===== config.mk =====
export PLATFORM = sky130hd
export DESIGN_NAME = bbvc_ctrl
export DESIGN_NICKNAME = d
export VERILOG_FILES = /design/src/sv/bbvc_pkg.sv /design/src/sv/bbvc_ctrl.sv
export SDC_FILE = /design/constraint.sdc
export NUM_CORES = 1
export LEC_CHECK = 0
export BUFFER_PORTS_ARGS = -buffer_cell sky130_fd_sc_hd__buf_2
export CORE_AREA = 2 2 39 41
export DETAILED_ROUTE_END_ITERATION = 8
export DIE_AREA = 0 0 41 43
export GPL_TIMING_DRIVEN = 1
export HOLD_SLACK_MARGIN = 0.1
export PLACE_DENSITY = 0.66
export SLEW_MARGIN = 20
export SYNTH_ARGS = -nofsm -noshare
export SYNTH_HDL_FRONTEND = slang
export SYNTH_SLANG_ARGS = --single-unit

===== constraint.sdc =====
create_clock -name clk_i -period 1.2 [get_ports clk_i]
set_input_delay 0.36 -clock clk_i [delete_from_list [all_inputs] [get_ports clk_i]]
set_output_delay 0.36 -clock clk_i [all_outputs]
set_load 0.02 [all_outputs]

===== src/sv/bbvc_pkg.sv =====
// ----------------------------------------------------------------------------
// bbvc_pkg
// Shared widths, constants and controller/datapath handshake types of the
// basic block vector collector.
// ----------------------------------------------------------------------------
`default_nettype none

package bbvc_pkg;

  localparam int unsigned AddrW     = 64;
  localparam int unsigned CountW    = 32;
  localparam int unsigned IntervalW = 32;
  localparam int unsigned BlockIdW  = 6;
  localparam int unsigned PeriodW   = 32;
  localparam int unsigned InDataW   = 64;
  localparam int unsigned OutDataW  = 136;
  localparam int unsigned EntryW    = AddrW + CountW;

  localparam logic [PeriodW-1:0] PeriodReset = 32'd10000000;
  localparam logic [CountW-1:0]  CountMax    = '1;

  typedef struct packed {
    logic accept;
    logic blk_close;
    logic idx_clr;
    logic idx_inc;
    logic ram_rd;
    logic alloc;
    logic upd_hit;
    logic set_ovf;
    logic dump_take;
    logic dump_flush;
  } bbvc_cmd_t;

  typedef struct packed {
    logic idx_at_used;
    logic table_full;
    logic hit;
    logic cnt_nz;
    logic out_free;
    logic pend_valid;
    logic period_end;
    logic end_pending;
  } bbvc_stat_t;

  function automatic logic [CountW-1:0] bbvc_sat_add(input logic [CountW-1:0] a,
                                                      input logic [CountW-1:0] b);
    logic [CountW:0] s;
    s = {1'b0, a} + {1'b0, b};
    return s[CountW] ? CountMax : s[CountW-1:0];
  endfunction

endpackage

`default_nettype wire


===== src/sv/bbvc_ctrl.sv =====
// ----------------------------------------------------------------------------
// bbvc_ctrl
// Sequencer: takes instructions, walks the table on a branch and walks it
// to dump the vector at an interval end.
// ----------------------------------------------------------------------------
`default_nettype none

module bbvc_ctrl import bbvc_pkg::*; (
  input  wire logic       clk_i,
  input  wire logic       rst_ni,
  input  wire logic       s_axis_tvalid_i,
  input  wire logic       s_axis_tuser_i,
  output logic            s_axis_tready_o,
  input  wire bbvc_stat_t stat_i,
  output bbvc_cmd_t       cmd_o
);

  typedef enum logic [2:0] {
    StIdle,
    StScanRd,
    StScanCmp,
    StDumpRd,
    StDumpCmp,
    StDumpFin
  } state_e;

  state_e state_q, state_d;

  always_comb begin
    state_d = state_q;
    cmd_o   = '0;
    s_axis_tready_o = (state_q == StIdle);
    case (state_q)
      StIdle: begin
        if (s_axis_tvalid_i) begin
          cmd_o.accept  = 1'b1;
          cmd_o.idx_clr = 1'b1;
          if (s_axis_tuser_i) begin
            cmd_o.blk_close = 1'b1;
            state_d = StScanRd;
          end else if (stat_i.period_end) begin
            state_d = StDumpRd;
          end
        end
      end
      StScanRd: begin
        if (stat_i.idx_at_used) begin
          if (stat_i.table_full) begin
            cmd_o.set_ovf = 1'b1;
          end else begin
            cmd_o.alloc = 1'b1;
          end
          cmd_o.idx_clr = 1'b1;
          state_d = stat_i.end_pending ? StDumpRd : StIdle;
        end else begin
          cmd_o.ram_rd = 1'b1;
          state_d = StScanCmp;
        end
      end
      StScanCmp: begin
        if (stat_i.hit) begin
          cmd_o.upd_hit = 1'b1;
          cmd_o.idx_clr = 1'b1;
          state_d = stat_i.end_pending ? StDumpRd : StIdle;
        end else begin
          cmd_o.idx_inc = 1'b1;
          state_d = StScanRd;
        end
      end
      StDumpRd: begin
        if (stat_i.idx_at_used) begin
          state_d = StDumpFin;
        end else begin
          cmd_o.ram_rd = 1'b1;
          state_d = StDumpCmp;
        end
      end
      StDumpCmp: begin
        if (!stat_i.cnt_nz) begin
          cmd_o.idx_inc = 1'b1;
          state_d = StDumpRd;
        end else if (!stat_i.pend_valid || stat_i.out_free) begin
          cmd_o.dump_take = 1'b1;
          cmd_o.idx_inc   = 1'b1;
          state_d = StDumpRd;
        end
      end
      StDumpFin: begin
        if (!stat_i.pend_valid || stat_i.out_free) begin
          cmd_o.dump_flush = 1'b1;
          state_d = StIdle;
        end
      end
      default: begin
        state_d = StIdle;
      end
    endcase
  end

  always_ff @(posedge clk_i or negedge rst_ni) begin
    if (!rst_ni) begin
      state_q <= StIdle;
    end else begin
      state_q <= state_d;
    end
  end

endmodule

`default_nettype wire


==> flow_summary.json, run 1 <==
{
  "floorplan.initialDensity_pct": 27.8,
  "synthDominantCellAreaShare_pct": 19.5,
  "max_flop_register": "state_q",
  "slew_headroom_pct": 84.9,
  "clkSlewWorstSetupHoldPaths_ns": 0.04,
  "run_status": "finished, violations left",
  "hpwl_um": 908,
  "critPathArrivalTime_ns": 1.30,
  "drc": 0,
  "fin_ws_ns": -0.459,
  "worst_path_largest_cell_delay_ns": 0.46,
  "final-seq-area_um2": 78.8,
  "violations_in_the_final_reports": "setup timing",
  "synthesis.instances": 48,
  "rsz_0062_raised_after_global_routing": "yes",
  "wirelength_um": 1500,
  "detail_route.first_pass.iterations": 4,
  "cp_data_required_time_ns": 0.84,
  "clock.fmax_ghz": 0.603,
  "reg.largest.list": "state_q (3)",
  "cp_cell_sequence": "nand2b_4 -> nor4b_4 -> buf_4",
  "synth_top_family_by_area": "simple AND/OR/NAND/NOR gates",
  "total_number_of_clock_tree_sinks": 3,
  "fin_crit_ns": 1.66,
  "fp.dieW_um": 41,
  "synth_compound_gate_area_share_pct": 24.7,
  "synth_async_sr_flop_share_pct": 100,
  "worst_setup_path_start_kind": "flop",
  "post-route-period-util_pct": 138,
  "postSynthNetCount": 60,
  "postSynth.topFlopCell": "sky130_fd_sc_hd__dfrtp_1",
  "htree_levels": 1,
  "finalHoldViolCount": 0,
  "tritoncts": "done",
  "die-area_um2": 1760,
  "netlist_top_cells_count": "sky130_fd_sc_hd__dfrtp_1, sky130_fd_sc_hd__inv_1, sky130_fd_sc_hd__nand2_1, sky130_fd_sc_hd__nor2_1",
  "core_region_area_um2": 1380,
  "grt_start_max_net_pins": 10,
  "grt_pass1_vias": 487,
  "worst-path-stages": 3,
  "final_core_utilization_pct": 63.7,
  "ant_nets": 0,
  "placement.io_buffers": 22,
  "synth.distinct_cells": 32,
  "place.gp.congestion": 0.757,
  "combined_area_of_the_multi_input_logic_cells_um2": 383,
  "max_slew.worst_pin.slew_ns": 0.224,
  "seq_area_frac_synth_pct": 19.5,
  "postSynthRegisterBits": 3,
  "worstSkewPairLatency_ns": 0.23,
  "wl_per_cell_um": 13.6,
  "worst_path_slowest_cell": "sky130_fd_sc_hd__dfrtp_2",
  "placementRows": 14,
  "edff_count_synth": 0,
  "final_net_count": 107,
  "cpLargestDelayFamily": "flip-flops",
  "timing.max_cap.violations": 0,
  "hold_removal_path_class": "in2async",
  "cellLeakagePower_nw": 0.425,
  "postSynthAreaPerCell_um2": 8.03,
  "antenna_found_initial": 0,
  "pwr_density_cell_nw_per_um2": 2550,
  "setup_viol": 14,
  "largest_reg_flops": 3,
  "critical_path.max_fanout": 5,
  "yosys-top-cells-area": "sky130_fd_sc_hd__dfrtp_1, sky130_fd_sc_hd__and4_1, sky130_fd_sc_hd__a21o_1",
  "diodes": 0,
  "instance_area_at_placement_um2": 631,
  "tritoncts.num_buffers": 3,
  "post-synth-top-area-cell": "sky130_fd_sc_hd__dfrtp_1",
  "synthesis.yosys.warnings": 0,
  "clockRootBuffer": "sky130_fd_sc_hd__clkbuf_4",
  "worstSetupEndpointType": "output port",
  "floorplan.die.height_um": 43,
  "yosys.area_share.xor_xnor_pct": 0,
  "worstSetupPathType": "reg2out",
  "num-fill-cells": 105,
  "clock_skew_ns": 0.00223,
  "clock_tree_buf_depth": 2,
  "grt-ovfl-total": 0,
  "pin_count": 23,
  "worst-path-buf-inv": 1,
  "vias": 541,
  "grt_util_all_layers_pct": 16.3,
  "design_area_um2": 882,
  "ir_worst_vdd_mv": 0.976,
  "netlist_area_um2": 385,
  "yosys.area_share.simple_pct": 44.5,
  "grt_pass1_wl_um": 2010,
  "synth.area.mux_share_pct": 2.92,
  "via_cell_ratio": 4.92,
  "place_ws_ns": -0.284,
  "worstRegToRegCells": 5,
  "timing.final.max_slew_violations": 0,
  "drtIter0Drc": 4,
  "area_delta_synth_final_pct": 129,
  "synth_area_in_adders_pct": 0,
  "drive_gt1_share_pct": 74.5
}
## metal layers
layer	GRT usage, %	up-vias	wire (µm)
met3	1.57	0	59
li1	-	270	-
met1	18.5	257	609
met4	6.00	0	0
met2	29.1	14	826
met5	0	-	0
## worst register-to-register path, cell delays in order (launching register included)
cell and delay [ns]:
sky130_fd_sc_hd__dfrtp_2 0.47, sky130_fd_sc_hd__buf_6 0.16, sky130_fd_sc_hd__buf_6 0.11, sky130_fd_sc_hd__or3b_4 0.38
sky130_fd_sc_hd__a21oi_4 0.20, sky130_fd_sc_hd__o32ai_2 0.10
## area by class of cell
cell class                      count  area share (%)
Inverter                            3            1.28
Multi-Input combinational cell     39            43.4
Timing Repair Buffer               45            41.1
Tap cell                           16            2.27
Clock buffer                        4            2.98
Sequential cell                     3            8.94
## through the flow
stage / TNS (ns) / cells / hold WS (ns) / power, mW
global route: -5.88 / 110 / 0.445 / 2.40
finish: -5.19 / 110 / 0.451 / 2.25
floorplan: -2.09 / 48 / 0.0644 / 0.981
global placement: -2.85 / 97 / 0.157 / 1.38
detailed placement: -3.07 / 97 / 0.158 / 1.39
CTS: -5.03 / 107 / 0.441 / 1.93
## logic make-up (layout without fill, tap and decap cells)
family / Yosys count / after routing
buf+inv: 6 / 52
mux: 1 / 1
compound gates: 12 / 12
simple gates: 26 / 26
flops: 3 / 3
## power breakdown
| part | internal, mW | total (mW) | switching, mW |
|---|---|---|---|
| Combinational | 1.02 | 1.78 | 0.758 |
| Sequential | 0.163 | 0.298 | 0.134 |
| Clock | 0.125 | 0.175 | 0.0505 |
| Total | 1.31 | 2.25 | 0.943 |
## layout by cell type (no fill, tap or decap), types with 2 or more instances in the layout
cell and count:
sky130_fd_sc_hd__a21o_1 2, sky130_fd_sc_hd__nand3b_1 2, sky130_fd_sc_hd__buf_2 12, sky130_fd_sc_hd__nor2_1 3, sky130_fd_sc_hd__nor2b_4 2, sky130_fd_sc_hd__inv_1 3, sky130_fd_sc_hd__clkbuf_4 3, sky130_fd_sc_hd__dfrtp_2 3
sky130_fd_sc_hd__buf_4 18, sky130_fd_sc_hd__and4_4 2, sky130_fd_sc_hd__buf_6 14, sky130_fd_sc_hd__nand2_1 2
## timing repair
item / CTS / global route
hold endpoints to repair: 3 / 0
hold buffers: 1 / 0
setup endpoints to repair: 14 / 14
resized for setup: 26 / 20
pin swaps: 8 / 9
buffers inserted: 5 / 4
## path summary, 6_finish.rpt
kind                                        startpoint                     end  slack (ns)
worst min register to register  state_q[1]$_DFFE_PN0P_  state_q[2]$_DFFE_PN0P_        0.74
worst max register to register  state_q[0]$_DFFE_PN0P_  state_q[1]$_DFFE_PN0P_       -0.34
worst max-delay path            state_q[2]$_DFFE_PN0P_                cmd_o[4]       -0.46
min in group clk_i                           stat_i[0]  state_q[1]$_DFFE_PN0P_        0.59
worst min-delay path                            rst_ni  state_q[2]$_DFFE_PN0P_        0.45
max in group asynchronous                       rst_ni  state_q[1]$_DFFE_PN0P_        0.63
Power figures use the tool's default switching activity.
==> inputs of run 2 (changes only) <==
--- a/config.mk
+++ b/config.mk
@@ -12,6 +12,7 @@
 export GPL_TIMING_DRIVEN = 1
 export HOLD_SLACK_MARGIN = 0.1
 export PLACE_DENSITY = 0.66
+export SETUP_SLACK_MARGIN = 0.05
 export SLEW_MARGIN = 20
 export SYNTH_ARGS = -nofsm -noshare
 export SYNTH_HDL_FRONTEND = slang
==> flow_summary.json, run 2 (synthesized netlist as in run 1, its figures left out) <==
{
  "final_net_count": 108,
  "total_number_of_clock_tree_sinks": 3,
  "htree_levels": 1,
  "clockRootBuffer": "sky130_fd_sc_hd__clkbuf_4",
  "grt_util_all_layers_pct": 18.7,
  "hpwl_um": 984,
  "final-instance-count-excl-fill": 111,
  "largest_reg_flops": 3,
  "critical_path.reg2reg.endpoint": "state_q[1]$_DFFE_PN0P_",
  "worstSkewPairLatency_ns": 0.23,
  "place_ws_ns": -0.281,
  "worstRegToRegCells": 5,
  "cellLeakagePower_nw": 0.428,
  "critical_path.max_fanout": 7,
  "worstSetupPathType": "reg2out",
  "drc": 0,
  "worst_path_slowest_cell": "sky130_fd_sc_hd__dfrtp_2",
  "fin_ws_ns": -0.462,
  "r2r-start": "state_q[0]$_DFFE_PN0P_",
  "placement.io_buffers": 22,
  "drtIter0Drc": 5,
  "run_status": "finished, violations left",
  "detail_route.first_pass.iterations": 4,
  "setup_viol": 14,
  "grt_pass1_wl_um": 2250,
  "slew_headroom_pct": 83.0,
  "max_slew.worst_pin.slew_ns": 0.252,
  "fp.dieW_um": 41,
  "most-common-layout-cells": "sky130_fd_sc_hd__buf_4, sky130_fd_sc_hd__buf_2, sky130_fd_sc_hd__buf_6",
  "clkSlewWorstSetupHoldPaths_ns": 0.04,
  "area_delta_synth_final_pct": 130,
  "regToRegSetupSlack_ns": -0.31,
  "finalHoldViolCount": 0,
  "floorplan.initialDensity_pct": 27.8,
  "pwr_density_cell_nw_per_um2": 2510,
  "worst_path_largest_cell_delay_ns": 0.49,
  "final_common_cell": "sky130_fd_sc_hd__buf_4",
  "pin_count": 23,
  "hold_removal_path_class": "in2async",
  "wirelength_um": 1590,
  "vias": 555,
  "reg.largest.list": "state_q (3)",
  "timing.max_cap.violations": 0,
  "post-route-period-util_pct": 138,
  "diodes": 0,
  "via_cell_ratio": 5.00,
  "cp_data_required_time_ns": 0.84,
  "placementRows": 14,
  "violations_in_the_final_reports": "setup timing",
  "worstSetupEndpointType": "output port",
  "max_flop_register": "state_q",
  "placedCellCount": 99,
  "worst-path-buf-inv": 1,
  "tritoncts.num_buffers": 3,
  "wl_per_cell_um": 14.3,
  "clock_tree_buf_depth": 2,
  "ant_nets": 0,
  "ir_worst_vdd_mv": 1.18,
  "timing.setup.tns_ns": -5.17,
  "rsz_0062_raised_after_global_routing": "yes",
  "grt_start_max_net_pins": 8,
  "tritoncts": "done",
  "critPathArrivalTime_ns": 1.30,
  "cpLargestDelayFamily": "flip-flops",
  "fin_crit_ns": 1.66,
  "place.gp.congestion": 0.732,
  "clock.fmax_ghz": 0.602,
  "floorplan.die.height_um": 43,
  "worst_setup_path_start_kind": "flop",
  "core_region_area_um2": 1380,
  "cp_cell_sequence": "nor3b_2 -> a31oi_1 -> nor2_1 -> buf_4",
  "grt_pass1_vias": 549,
  "drive_gt1_share_pct": 77.9,
  "antenna_found_initial": 0,
  "timing.final.max_slew_violations": 0,
  "grt-ovfl-total": 0,
  "die-area_um2": 1760,
  "clock_skew_ns": 0.00208
}
-- run 2: cell count changes in the layout (fill, tap and decap cells not counted) --
cell,previous run,this run
sky130_fd_sc_hd__buf_2,12,13
sky130_fd_sc_hd__buf_4,18,20
sky130_fd_sc_hd__nand2_1,2,1
sky130_fd_sc_hd__nor2b_4,2,1
sky130_fd_sc_hd__nor3_1,1,0
sky130_fd_sc_hd__nand2_2,1,2
sky130_fd_sc_hd__nor2b_2,0,1
sky130_fd_sc_hd__nor3b_1,1,0
sky130_fd_sc_hd__nor3b_2,0,1
sky130_fd_sc_hd__nor3_2,1,2
sky130_fd_sc_hd__buf_6,14,12
-- run 2: cell type report --
cell class,instances,area (µm²)
clock buffer,4,26.3
fill,107,497
inverter,3,11.3
multi-input combinational,39,390
sequential,3,78.8
tap,16,20.0
timing repair buffer,46,360
-- run 2: how the worst max path moves through the flow --
stage	start	endpoint	cells past startpoint
detailed placement	state_q[0]$_DFFE_PN0P_	cmd_o[2]	3
global route	state_q[1]$_DFFE_PN0P_	cmd_o[6]	4
CTS	state_q[2]$_DFFE_PN0P_	cmd_o[4]	3
floorplan	state_q[0]$_DFFE_PN0P_	cmd_o[8]	3
finish	state_q[1]$_DFFE_PN0P_	cmd_o[6]	4
global placement	state_q[0]$_DFFE_PN0P_	cmd_o[1]	4
-- run 2: timing repair --
action	4_1_cts	5_1_grt
pin swaps	11	9
buffers inserted	6	1
setup endpoints to repair	14	14
resized for setup	37	7
hold endpoints to repair	3	0
hold buffers	1	0
-- run 2: report_power, final --
part           total, mW  internal, mW  switching [mW]
logic               1.74         0.989           0.751
registers          0.308         0.163           0.145
clock network      0.175         0.125          0.0508
-- run 2: per-layer routing --
metal  global-route usage, %  share of wire (%)
met1                    20.3                 41
met2                    33.8                 55
met3                    3.14                3.5
met4                    6.00                  0
met5                       0                  0
-- run 2: metrics by stage --
step | total power [mW] | hold slack (ns) | utilization (%) | cell area, µm²
global placement | 1.41 | 0.157 | 46.7 | 646
floorplan | 0.981 | 0.0644 | - | 417
global route | 2.36 | 0.457 | 64.1 | 887
CTS | 2.08 | 0.448 | 61.5 | 851
detailed placement | 1.43 | 0.157 | 46.7 | 646
finish | 2.22 | 0.456 | 64.1 | 887
